**src/pmdfp_pkg.sv**
```systemverilog
// package for the prefix match decimal field parser
// holds the prefix table, character codes, operation codes and default limits
// no dependencies
package pmdfp_pkg;

	localparam int MAX_LINE_LEN_DEF = 15;
	localparam int PREFIX_LEN = 10;
	localparam int PREFIX_IDX_W = 4;
	localparam int BYTE_W = 8;

	localparam logic [BYTE_W-1:0] CHAR_CR = 8'h0d;
	localparam logic [BYTE_W-1:0] CHAR_LF = 8'h0a;
	localparam logic [BYTE_W-1:0] CHAR_0 = 8'h30;
	localparam logic [BYTE_W-1:0] CHAR_9 = 8'h39;

	typedef enum logic {
		OP_BYTE  = 1'b0,
		OP_REARM = 1'b1
	} op_t;

	// state that does not depend on the line limit
	typedef struct packed {
		logic              done;
		logic [BYTE_W-1:0] acc;
		logic              stopped;
		logic [BYTE_W-1:0] len;
		logic              ovf;
	} flags_t;

	// expected character at each prefix place
	function automatic logic [BYTE_W-1:0] prefix_char(input logic [PREFIX_IDX_W-1:0] idx);
		logic [BYTE_W-1:0] c;
		case (idx)
			4'd0: c = 8'h2b;
			4'd1: c = 8'h4e;
			4'd2: c = 8'h53;
			4'd3: c = 8'h4f;
			4'd4: c = 8'h4e;
			4'd5: c = 8'h4d;
			4'd6: c = 8'h49;
			4'd7: c = 8'h3a;
			4'd8: c = 8'h30;
			4'd9: c = 8'h2c;
			default: c = 8'h00;
		endcase
		return c;
	endfunction

endpackage

```
**src/pmdfp_cmd_if.sv**
```systemverilog
// request channel into the parser: operation and received byte
// depends on pmdfp_pkg
interface pmdfp_cmd_if;
	logic                 valid;
	logic                 ready;
	pmdfp_pkg::op_t       operation;
	logic [7:0]           rx_byte;

	modport source (output valid, output operation, output rx_byte, input ready);
	modport sink (input valid, input operation, input rx_byte, output ready);
endinterface

```
**src/pmdfp_rsp_if.sv**
```systemverilog
// result channel out of the parser: completion status and parsed length
// no dependencies
interface pmdfp_rsp_if;
	logic       valid;
	logic       ready;
	logic       complete;
	logic [7:0] data_length;
	logic       overflowed;

	modport source (output valid, output complete, output data_length, output overflowed,
		input ready);
	modport sink (input valid, input complete, input data_length, input overflowed,
		output ready);
endinterface

```
**src/pmdfp_step.sv**
```systemverilog
// next-state logic for one request: prefix hunt, field count and decimal accumulate
// depends on pmdfp_pkg
module pmdfp_step #(
	parameter int MAX_LINE_LEN = pmdfp_pkg::MAX_LINE_LEN_DEF,
	parameter int POS_W = $clog2(MAX_LINE_LEN + 2)
) (
	input  pmdfp_pkg::op_t   operation,
	input  logic [7:0]       rx_byte,
	input  pmdfp_pkg::flags_t cur,
	input  logic [POS_W-1:0] cur_pos,
	output pmdfp_pkg::flags_t nxt,
	output logic [POS_W-1:0] nxt_pos
);
	import pmdfp_pkg::*;

	localparam logic [POS_W-1:0] PrefixEnd = POS_W'(PREFIX_LEN);
	localparam logic [POS_W-1:0] LineMax = POS_W'(MAX_LINE_LEN);

	logic [POS_W-1:0]  pos_inc;
	logic              is_digit;
	logic              is_eol;
	logic [BYTE_W-1:0] acc_next;

	assign pos_inc = cur_pos + POS_W'(1);
	assign is_digit = (rx_byte >= CHAR_0) && (rx_byte <= CHAR_9);
	assign is_eol = (rx_byte == CHAR_CR) || (rx_byte == CHAR_LF);
	assign acc_next = (cur.acc << 3) + (cur.acc << 1) + (rx_byte - CHAR_0);

	always_comb begin
		nxt = cur;
		nxt_pos = cur_pos;
		if (operation == OP_REARM) begin
			nxt.done = 1'b0;
			nxt.ovf = 1'b0;
			nxt.acc = '0;
			nxt.stopped = 1'b0;
			nxt_pos = '0;
		end else if (!cur.done) begin
			if (cur_pos < PrefixEnd) begin
				if (rx_byte == prefix_char(cur_pos[PREFIX_IDX_W-1:0])) begin
					nxt_pos = pos_inc;
					if (pos_inc == PrefixEnd) begin
						nxt.acc = '0;
						nxt.stopped = 1'b0;
					end
				end else begin
					nxt_pos = '0;
					nxt.acc = '0;
					nxt.stopped = 1'b0;
				end
			end else if (is_eol) begin
				if (cur_pos > PrefixEnd) begin
					nxt.len = cur.acc;
					nxt.ovf = 1'b0;
					nxt.done = 1'b1;
				end
				nxt_pos = '0;
				nxt.acc = '0;
				nxt.stopped = 1'b0;
			end else begin
				if (!cur.stopped && is_digit) begin
					nxt.acc = acc_next;
				end else begin
					nxt.stopped = 1'b1;
				end
				nxt_pos = pos_inc;
				if (pos_inc > LineMax) begin
					nxt.ovf = 1'b1;
					nxt.done = 1'b1;
					nxt_pos = '0;
					nxt.acc = '0;
					nxt.stopped = 1'b0;
				end
			end
		end
	end
endmodule

```
**src/prefix_match_decimal_field_parser.sv**
```systemverilog
// Prefix match decimal field parser. Each request is either a received byte or a
// rearm; each one gives exactly one result with the status after it: complete,
// the last parsed length (modulo 256) and the overflow flag. A request is taken
// into an input register, its state update is worked out combinationally and lands
// in the result register, so a new request is accepted every cycle while the sink
// takes results. The result register holds a result while the sink stalls, and the
// input register keeps taking a request during that time until it is full.
// depends on pmdfp_pkg, pmdfp_cmd_if, pmdfp_rsp_if and pmdfp_step
module prefix_match_decimal_field_parser #(
	parameter int MAX_LINE_LEN = pmdfp_pkg::MAX_LINE_LEN_DEF
) (
	input logic clk,
	input logic arst_n,
	pmdfp_cmd_if.sink cmd,
	pmdfp_rsp_if.source rsp
);
	import pmdfp_pkg::*;

	localparam int POS_W = $clog2(MAX_LINE_LEN + 2);

	logic             valid_s1;
	op_t              op_s1;
	logic [7:0]       byte_s1;
	logic             rsp_valid_q;
	flags_t           flags_q;
	flags_t           flags_nxt;
	logic [POS_W-1:0] pos_q;
	logic [POS_W-1:0] pos_nxt;
	logic             advance;

	assign advance = valid_s1 && (!rsp_valid_q || rsp.ready);
	assign cmd.ready = !valid_s1 || advance;

	always_ff @(posedge clk or negedge arst_n) begin
		if (!arst_n) begin
			valid_s1 <= 1'b0;
		end else if (cmd.ready) begin
			valid_s1 <= cmd.valid;
		end
	end

	always_ff @(posedge clk) begin
		if (cmd.valid && cmd.ready) begin
			op_s1 <= cmd.operation;
			byte_s1 <= cmd.rx_byte;
		end
	end

	pmdfp_step #(
		.MAX_LINE_LEN(MAX_LINE_LEN),
		.POS_W(POS_W)
	) u_step (
		.operation(op_s1),
		.rx_byte(byte_s1),
		.cur(flags_q),
		.cur_pos(pos_q),
		.nxt(flags_nxt),
		.nxt_pos(pos_nxt)
	);

	always_ff @(posedge clk or negedge arst_n) begin
		if (!arst_n) begin
			flags_q <= '0;
			pos_q <= '0;
			rsp_valid_q <= 1'b0;
		end else begin
			if (advance) begin
				flags_q <= flags_nxt;
				pos_q <= pos_nxt;
				rsp_valid_q <= 1'b1;
			end else if (rsp.ready) begin
				rsp_valid_q <= 1'b0;
			end
		end
	end

	assign rsp.valid = rsp_valid_q;
	assign rsp.complete = flags_q.done;
	assign rsp.data_length = flags_q.len;
	assign rsp.overflowed = flags_q.ovf;

`ifndef NO_ASSERTIONS
	// position never passes the line limit
	a_pos_bound: assert property (@(posedge clk) disable iff (!arst_n)
		pos_q <= POS_W'(MAX_LINE_LEN))
		else $error("position beyond line limit");

	// a held line keeps no position
	a_done_pos: assert property (@(posedge clk) disable iff (!arst_n)
		flags_q.done |-> pos_q == '0)
		else $error("position not cleared on completion");

	// overflow only comes with completion
	a_ovf_done: assert property (@(posedge clk) disable iff (!arst_n)
		flags_q.ovf |-> flags_q.done)
		else $error("overflow without completion");

	// rearm returns to hunting
	a_rearm: assert property (@(posedge clk) disable iff (!arst_n)
		advance && op_s1 == OP_REARM |=> !flags_q.done && !flags_q.ovf && pos_q == '0)
		else $error("rearm did not restart hunting");

	// a stalled result is not overwritten
	a_hold: assert property (@(posedge clk) disable iff (!arst_n)
		rsp_valid_q && !rsp.ready |-> !advance)
		else $error("result overwritten while stalled");
`endif
endmodule

```
**src/flat_wrapper.sv**
```systemverilog
// flat-port wrapper written by rule: the top's interface ports become plain ports
module prefix_match_decimal_field_parser_flat import pmdfp_pkg::*;
#(
	parameter int MAX_LINE_LEN = pmdfp_pkg::MAX_LINE_LEN_DEF
)
  (clk, arst_n, cmd_valid, cmd_operation, cmd_rx_byte, cmd_ready, rsp_valid, rsp_complete, rsp_data_length, rsp_overflowed, rsp_ready);
  pmdfp_cmd_if cmd_i ();
  pmdfp_rsp_if rsp_i ();
  input logic clk;
  input logic arst_n;
  input wire logic [$bits(cmd_i.valid)-1:0] cmd_valid;
  input wire logic [$bits(cmd_i.operation)-1:0] cmd_operation;
  input wire logic [$bits(cmd_i.rx_byte)-1:0] cmd_rx_byte;
  output wire logic [$bits(cmd_i.ready)-1:0] cmd_ready;
  output wire logic [$bits(rsp_i.valid)-1:0] rsp_valid;
  output wire logic [$bits(rsp_i.complete)-1:0] rsp_complete;
  output wire logic [$bits(rsp_i.data_length)-1:0] rsp_data_length;
  output wire logic [$bits(rsp_i.overflowed)-1:0] rsp_overflowed;
  input wire logic [$bits(rsp_i.ready)-1:0] rsp_ready;
  assign cmd_i.valid = cmd_valid;
  assign cmd_i.operation = cmd_operation;
  assign cmd_i.rx_byte = cmd_rx_byte;
  assign cmd_ready = cmd_i.ready;
  assign rsp_valid = rsp_i.valid;
  assign rsp_complete = rsp_i.complete;
  assign rsp_data_length = rsp_i.data_length;
  assign rsp_overflowed = rsp_i.overflowed;
  assign rsp_i.ready = rsp_ready;
  prefix_match_decimal_field_parser #(.MAX_LINE_LEN(MAX_LINE_LEN)) u_core (.clk(clk), .arst_n(arst_n), .cmd(cmd_i), .rsp(rsp_i));
endmodule
```
**config.mk**
```make
export PLATFORM = sky130hd
export DESIGN_NAME = prefix_match_decimal_field_parser_flat
export DESIGN_NICKNAME = d
export VERILOG_FILES = /design/src/pmdfp_pkg.sv /design/src/pmdfp_cmd_if.sv /design/src/pmdfp_rsp_if.sv /design/src/pmdfp_step.sv /design/src/prefix_match_decimal_field_parser.sv /design/src/flat_wrapper.sv
export SDC_FILE = /design/constraint.sdc
export NUM_CORES = 1
export LEC_CHECK = 0
export BUFFER_PORTS_ARGS = -buffer_cell sky130_fd_sc_hd__buf_4
export CORE_ASPECT_RATIO = 1.5
export CORE_MARGIN = 1
export CORE_UTILIZATION = 50
export DETAILED_ROUTE_END_ITERATION = 8
export PLACE_DENSITY_LB_ADDON = 0.12
export SYNTH_ARGS = -nofsm -noshare
export SYNTH_HDL_FRONTEND = slang
export SYNTH_SLANG_ARGS = --single-unit
export TNS_END_PERCENT = 100
```
**constraint.sdc**
```tcl
create_clock -name clk -period 3.4 [get_ports clk]
set_input_delay 0.17 -clock clk [delete_from_list [all_inputs] [get_ports clk]]
set_output_delay 0.17 -clock clk [all_outputs]
set_load 0.02 [all_outputs]
```
== After elaboration in Yosys (flattened, before gate mapping) ==
Memories as Yosys holds them, arrays and structs flattened.
Index checks and enable logic that the tools add are counted.

* Register bits after elaboration: 35
* Bits in read-only memories: 112
* Input port bits: 13
* Word-level logic and storage cells: 78
* Memories kept: 1

{| class="wikitable"
|+ Memories
! name !! depth !! bits a word !! read ports !! clocked after memory_dff !! write ports !! RTL line !! text
|-
| (name not given) || 16 || 7 || 1 || 0 || 0 || pmdfp_pkg.sv:33 || <nowiki>case (idx)</nowiki>
|}

* Add/subtract/negate cells: 4
* $lt $le $gt $ge: 5
* Equal/unequal tests: 9
* Muxes and demuxes: 28
* Bitwise operators: 3
* Reductions and logical operators: 18

{| class="wikitable"
|+ Operators by type and width
! kind !! count
|-
| 2-to-1 mux 9 bit || 5
|-
| 2-to-1 mux 8 bit || 5
|-
| 2-to-1 mux 10 bit || 3
|-
| 2-to-1 mux 5 bit || 6
|-
| 2-to-1 mux 19 bit || 1
|-
| adder 8 bit || 2
|-
| equality test 8 x 4 -> 1 bit, second input constant || 2
|-
| greater-than comparator 5 x 4 -> 1 bit, second input constant || 2
|-
| equality test 8 bit || 1
|-
| greater-or-equal comparator 8 x 6 -> 1 bit, second input constant || 1
|-
| <= comparator 8 x 6 -> 1 bit, second input constant || 1
|-
| 2-to-1 mux 1 bit || 8
|-
| AND reduction 4 bit || 2
|-
| subtractor 8 x 6 -> 8 bit, second input constant || 1
|-
| AND reduction 6 bit || 1
|-
| adder 5 x 1 -> 5 bit, second input constant || 1
|-
| equality test 5 x 4 -> 1 bit, second input constant || 1
|-
| < comparator 5 x 4 -> 1 bit, second input constant || 1
|-
| != test 5 x 3 -> 1 bit, second input constant || 1
|-
| AND reduction 5 bit || 1
|-
| nonzero test 5 bit || 1
|-
| logical AND 1 bit || 4
|-
| != test 2 x 1 -> 1 bit, second input constant || 2
|-
| != test 4 x 2 -> 1 bit, second input constant || 1
|-
| other kinds (7) || 13
|}

== Longest topological paths before layout ==
* Depth after elaboration: 9
* Gate-level depth with buffers: 11

== Modules after synthesis ==
A second synthesis with hierarchy kept.

* Cell total of the unflattened synthesis: 262
* Area total of the unflattened synthesis: 2824.0 µm²

{| class="wikitable"
|+ Modules (own cells, without submodules)
! module !! times used !! cells an instance !! area an instance (µm²) !! sequential area each (µm²)
|-
| prefix_match_decimal_field_parser || 1 || 75 || 1418.9 || 920.9
|-
| pmdfp_step || 1 || 187 || 1405.1 || 0.0
|}

== Least setup slack after synthesis ==
Ideal clock, no wire load.

* Path kind: register to register
* Start: register u_core.pos_q[0]
* End: register u_core.flags_q[16] (netlist bit)
* Arrival time: 2.769 ns
* Path slack: 0.506 ns
* Stages on the path, launching flop included: 12
* Period minus slack after synthesis: 2.894 ns
* Path through: dfrtp_1 > clkbuf_1 > inv_1 > ha_1 > a21oi_2 > xor2_1 > a2111o_1 > a2111oi_4 > and2_1 > a211o_1 > buf_6 > mux2_4

* Longest elaborated chain between the ends: 9
* Elaborated cells between the ends (all ways): 18
* Classes of those cells: add/sub: 1; order compare: 2; eq/ne: 3; mux: 9; reduce/logical: 2; memory: 1

{| class="wikitable"
|+ RTL lines
! item !! RTL line !! text
|-
| start: declaration || prefix_match_decimal_field_parser.sv:27 || <nowiki>logic [POS_W-1:0] pos_q;</nowiki>
|-
| start signal: assignment || prefix_match_decimal_field_parser.sv:69 || <nowiki>pos_q <= pos_nxt;</nowiki>
|-
| memory read (16 x 7 bit) || -- ||
|-
| 2-to-1 mux 8 bit || pmdfp_step.sv:39 || <nowiki>if (cur_pos < PrefixEnd) begin</nowiki>
|-
| 2-to-1 mux 8 bit || pmdfp_step.sv:38 || <nowiki>end else if (!cur.done) begin</nowiki>
|-
| 2-to-1 mux 8 bit || pmdfp_step.sv:32 || <nowiki>if (operation == OP_REARM) begin</nowiki>
|-
| equality test 8 bit || pmdfp_step.sv:40 || <nowiki>if (rx_byte == prefix_char(cur_pos[PREFIX_IDX_W-1:0])) begin</nowiki>
|-
| 2-to-1 mux 9 bit || pmdfp_step.sv:40 ||
|-
| 2-to-1 mux 9 bit || pmdfp_step.sv:39 ||
|-
| 2-to-1 mux 19 bit || pmdfp_step.sv:38 ||
|-
| 2-to-1 mux 10 bit || pmdfp_step.sv:32 ||
|-
| end signal: assignment || prefix_match_decimal_field_parser.sv:68 || <nowiki>flags_q <= flags_nxt;</nowiki>
|-
| end: declaration || prefix_match_decimal_field_parser.sv:25 || <nowiki>flags_t flags_q;</nowiki>
|}

Parallel ways exist; a longest one is shown, timed or not. The select of a mux whose other input is x is not followed.
A chain may end at the register's enable or synchronous reset.

== Worst setup path in the final report ==
* Start: register u_core.pos_q[0]
* End: register u_core.flags_q[14] (netlist bit)

Same word-level chain as after synthesis.

==> results.cfg <==
[status]
run_status = complete, no violations

[floorplanning]
initial_core_util_pct = 52.65
die_w_um = 58.70
fp.dieH_um = 87.05
ioPinCount = 25
rows = 30
core_um2 = 4579
die_area_um2 = 5110

[final_layout]
area_delta_synth_final_pct = 10.48
nFillCells = 429
drive_gt1_share_pct = 17.31
post_layout_nonfiller_instances = 324
post-route-util_pct = 58.17
fin_area_um2 = 2664
fin_nets = 294
n_antenna_cell = 0

[synthesis]
synth_edf_count = 9
syn_avg_cell_area_um2 = 9.963
yosys_warnings = 0
syn-cell-area_um2 = 2411
synth_nets = 277
synth-adder-area-share_pct = 12.97
synth_cell_types = 52
synth-seq-cells = 35
synth_ff_type = dfrtp_1
syn_inst = 242
synth_compound_area_share_pct = 14.06
synth_top_family_by_area = simple AND/OR/NAND/NOR gates
yosys.area_share.simple_pct = 15.62
seq_area_frac_synth_pct = 38.19
async_flop_share_pct = 74.29
synthMuxAreaShare_pct = 6.020
synth-xor-area-share_pct = 4.722

[clock_tree]
cts_root_buf = clkbuf_8
cts_tree = done
clock-sinks = 35
numCtsBuffers = 5
clock_path_buffers = 2
cts_resized = 0
clk_pin_slew_ns = 0.07
cts_max_level = 2
clk-insertion-delay-late_ns = 0.29

[timing]
fmax_ghz = 0.3226
setup_violations = 0
rsz0062_at_grt = false
worstMarginPinSlew_ns = 0.6838
hold_viol = 0
skew_ns = 0.002761
finalSetupTns_ns = 0
fin_crit_ns = 3.100
whs_ns = 0.05476
finalMaxSlewViolations = 0
slew_headroom_pct = 54.42
post-route-period-util_pct = 91.16

[global_route]
grt.total_usage_pct = 21.76
grt_overflow = 0
grt_pass1_wl_um = 8086
antenna_found_initial = 0
grt_max_degree = 27
first_global_vias = 1697

[power]
p_leak_nw = 1.203
powerDensity_nw_per_um2 = 321.4
peakVddDrop_mv = 0.2522

[detailed_routing]
dr.pass1.iters = 4
ant_nets = 0
vias_per_cell = 5.275
num_vias = 1709
wl_um = 4853
wire_per_inst_um = 14.98
remaining_drc_errors = 0
dr.first_iter.drc_count = 49

[placement]
dpl_cell_area_um2 = 2562
dpl.hpwl_um = 3687
dp_cells = 315
gp_congestion = 0.8068
numPortBuffers = 24

[worst_setup_path]
cp.arrival_ns = 3.30
cp_max_fo = 14
cp_data_required_time_ns = 3.60
cp-start-kind = flop
crit_chain = inv_1 -> ha_1 -> a21oi_2 -> xor2_1 -> a2111o_1 -> a2111oi_4 -> and2_1 -> a211o_1 -> buf_4 -> mux2i_1
crit_path_max_incr_delay_ns = 0.60
crit_type = flop to flop
crit_path_end_kind = flop
cp_slowest_cell = dfrtp_1

[flow_run]
drv_cap = 0

[worst_hold_path]
hp-class = input port to flop
-- state kept, by name (all words and copies together), names as in the netlist --
| register | cells |
|---|---|
| u_core.rsp.overflowed | 1 |
| u_core.rsp.data_length | 8 |
| u_core.pos_q | 5 |
| u_core.op_s1 | 1 |
| u_core.byte_s1 | 8 |
| u_core.valid_s1 | 1 |
| u_core.rsp.complete | 1 |
| u_core.rsp.valid | 1 |
| u_core.flags_q | 9 |
-- layout make-up --
class | count | area, um^2 | share of cell area (%)
clock buffer | 7 | 86.33 | 3.241
clock inverter | 1 | 5.005 | 0.1879
inverter | 21 | 78.83 | 2.959
multi-input combinational | 169 | 1287 | 48.33
sequential | 35 | 920.9 | 34.57
tap | 64 | 80.08 | 3.006
timing repair buffer | 27 | 205.2 | 7.703
-- cell usage in the layout (no fill, tap or decap), types with 3 or more instances in the layout --
cell type	instances
buf_4	26
dfrtp_1	26
inv_1	21
nand2_1	20
nor2_1	17
ha_1	17
o21ai_0	12
edfxtp_1	9
a21oi_1	8
nand3_1	7
xnor2_1	7
mux2i_1	7
xor2_1	6
clkbuf_8	6
nand2b_1	5
a31oi_1	5
fa_1	5
mux2_2	4
and2_1	3
nor3_1	3
or3_1	3
nor2b_1	3
-- timing repair --
| action | CTS | global route |
|---|---|---|
| hold endpoints to repair | 26 | 0 |
| hold buffers | 1 | 0 |
| setup buffers | 0 | 0 |
-- through the flow --
stage	total power (W)	setup slack (ns)
finish	0.0008561	0.3004
global route	0.0008953	0.06505
CTS	0.0008632	0.2817
detailed placement	0.0005447	0.3171
global placement	0.0005448	0.3373
floorplan	0.0005114	0.5059
-- report_power, final --
part	total [W]	switching [W]	internal (W)
clock	0.000320	0.000157	0.000164
sequential	0.000454	0.0000118	0.000442
combinational	0.0000817	0.0000444	0.0000372
-- cells by family (layout without fill, tap and decap cells) --
logic type | count (synthesis) | count (layout)
compound gates | 47 | 47
xor+xnor | 13 | 13
fa+ha+maj | 22 | 22
buf+inv | 38 | 56
flops | 35 | 35
mux | 13 | 13
simple gates | 74 | 74
-- worst paths after layout --
| path | startpoint | endpoint | slack, ns | cells after the start |
|---|---|---|---|---|
| setup reg to reg | u_core.pos_q[0] | u_core.flags_q[14] | 0.30 | 10 |
| min in group asynchronous | arst_n | u_core.rsp.data_length[0] | 0.33 | 2 |
| hold / removal | cmd_rx_byte[1] | u_core.byte_s1[1] | 0.05 | 1 |
| setup / recovery | u_core.pos_q[0] | u_core.flags_q[14] | 0.30 | 10 |
| max in group asynchronous | arst_n | u_core.pos_q[4] | 2.81 | 2 |
| hold reg to reg | u_core.rsp.data_length[2] | u_core.rsp.data_length[2] | 0.48 | 2 |
-- cell usage after synthesis (all sizes together) (2+ instances only) --
master,n,area share (%)
mux2,6,3.1
edfxtp,9,11
mux2i,7,2.9
or3,3,0.78
o21ai,13,2.7
nor2b,3,0.78
nand2,20,3.1
dfrtp,26,27
o211ai,2,0.62
nand2b,5,1.3
a221o,2,0.83
nand3b,2,0.62
nor2,18,2.9
a21o,2,0.62
or2,2,0.52
clkbuf,2,0.31
and2,3,0.78
a21boi,2,0.62
ha,17,8.8
nor3,3,0.62
xnor2,7,2.5
and3b,2,0.73
a31oi,5,1.3
fa,5,4.2
o22ai,2,0.52
inv,21,3.3
o31ai,2,0.62
xor2,6,2.2
buf,15,4.8
nand3,8,1.9
a21oi,9,2.0
-- critical path: cells and delay by family (launching register included) --
kind	cells	cell delay (ns)
AOI/OAI and AO/OA	4	1.14
xor gates and xnor gates	1	0.09
buffers and inverters	2	0.36
muxes	1	0.25
DFF	1	0.60
and+or+nand+nor	1	0.19
adders and majority gates	1	0.38
-- metal layers --
metal | track usage, % | wire, um
met1 | 25.12 | 1962
met2 | 38.24 | 2615
met3 | 3.715 | 127
met4 | 10.61 | 148
met5 | 0 | 0
No activity file was read; power rests on OpenSTA's default activity.
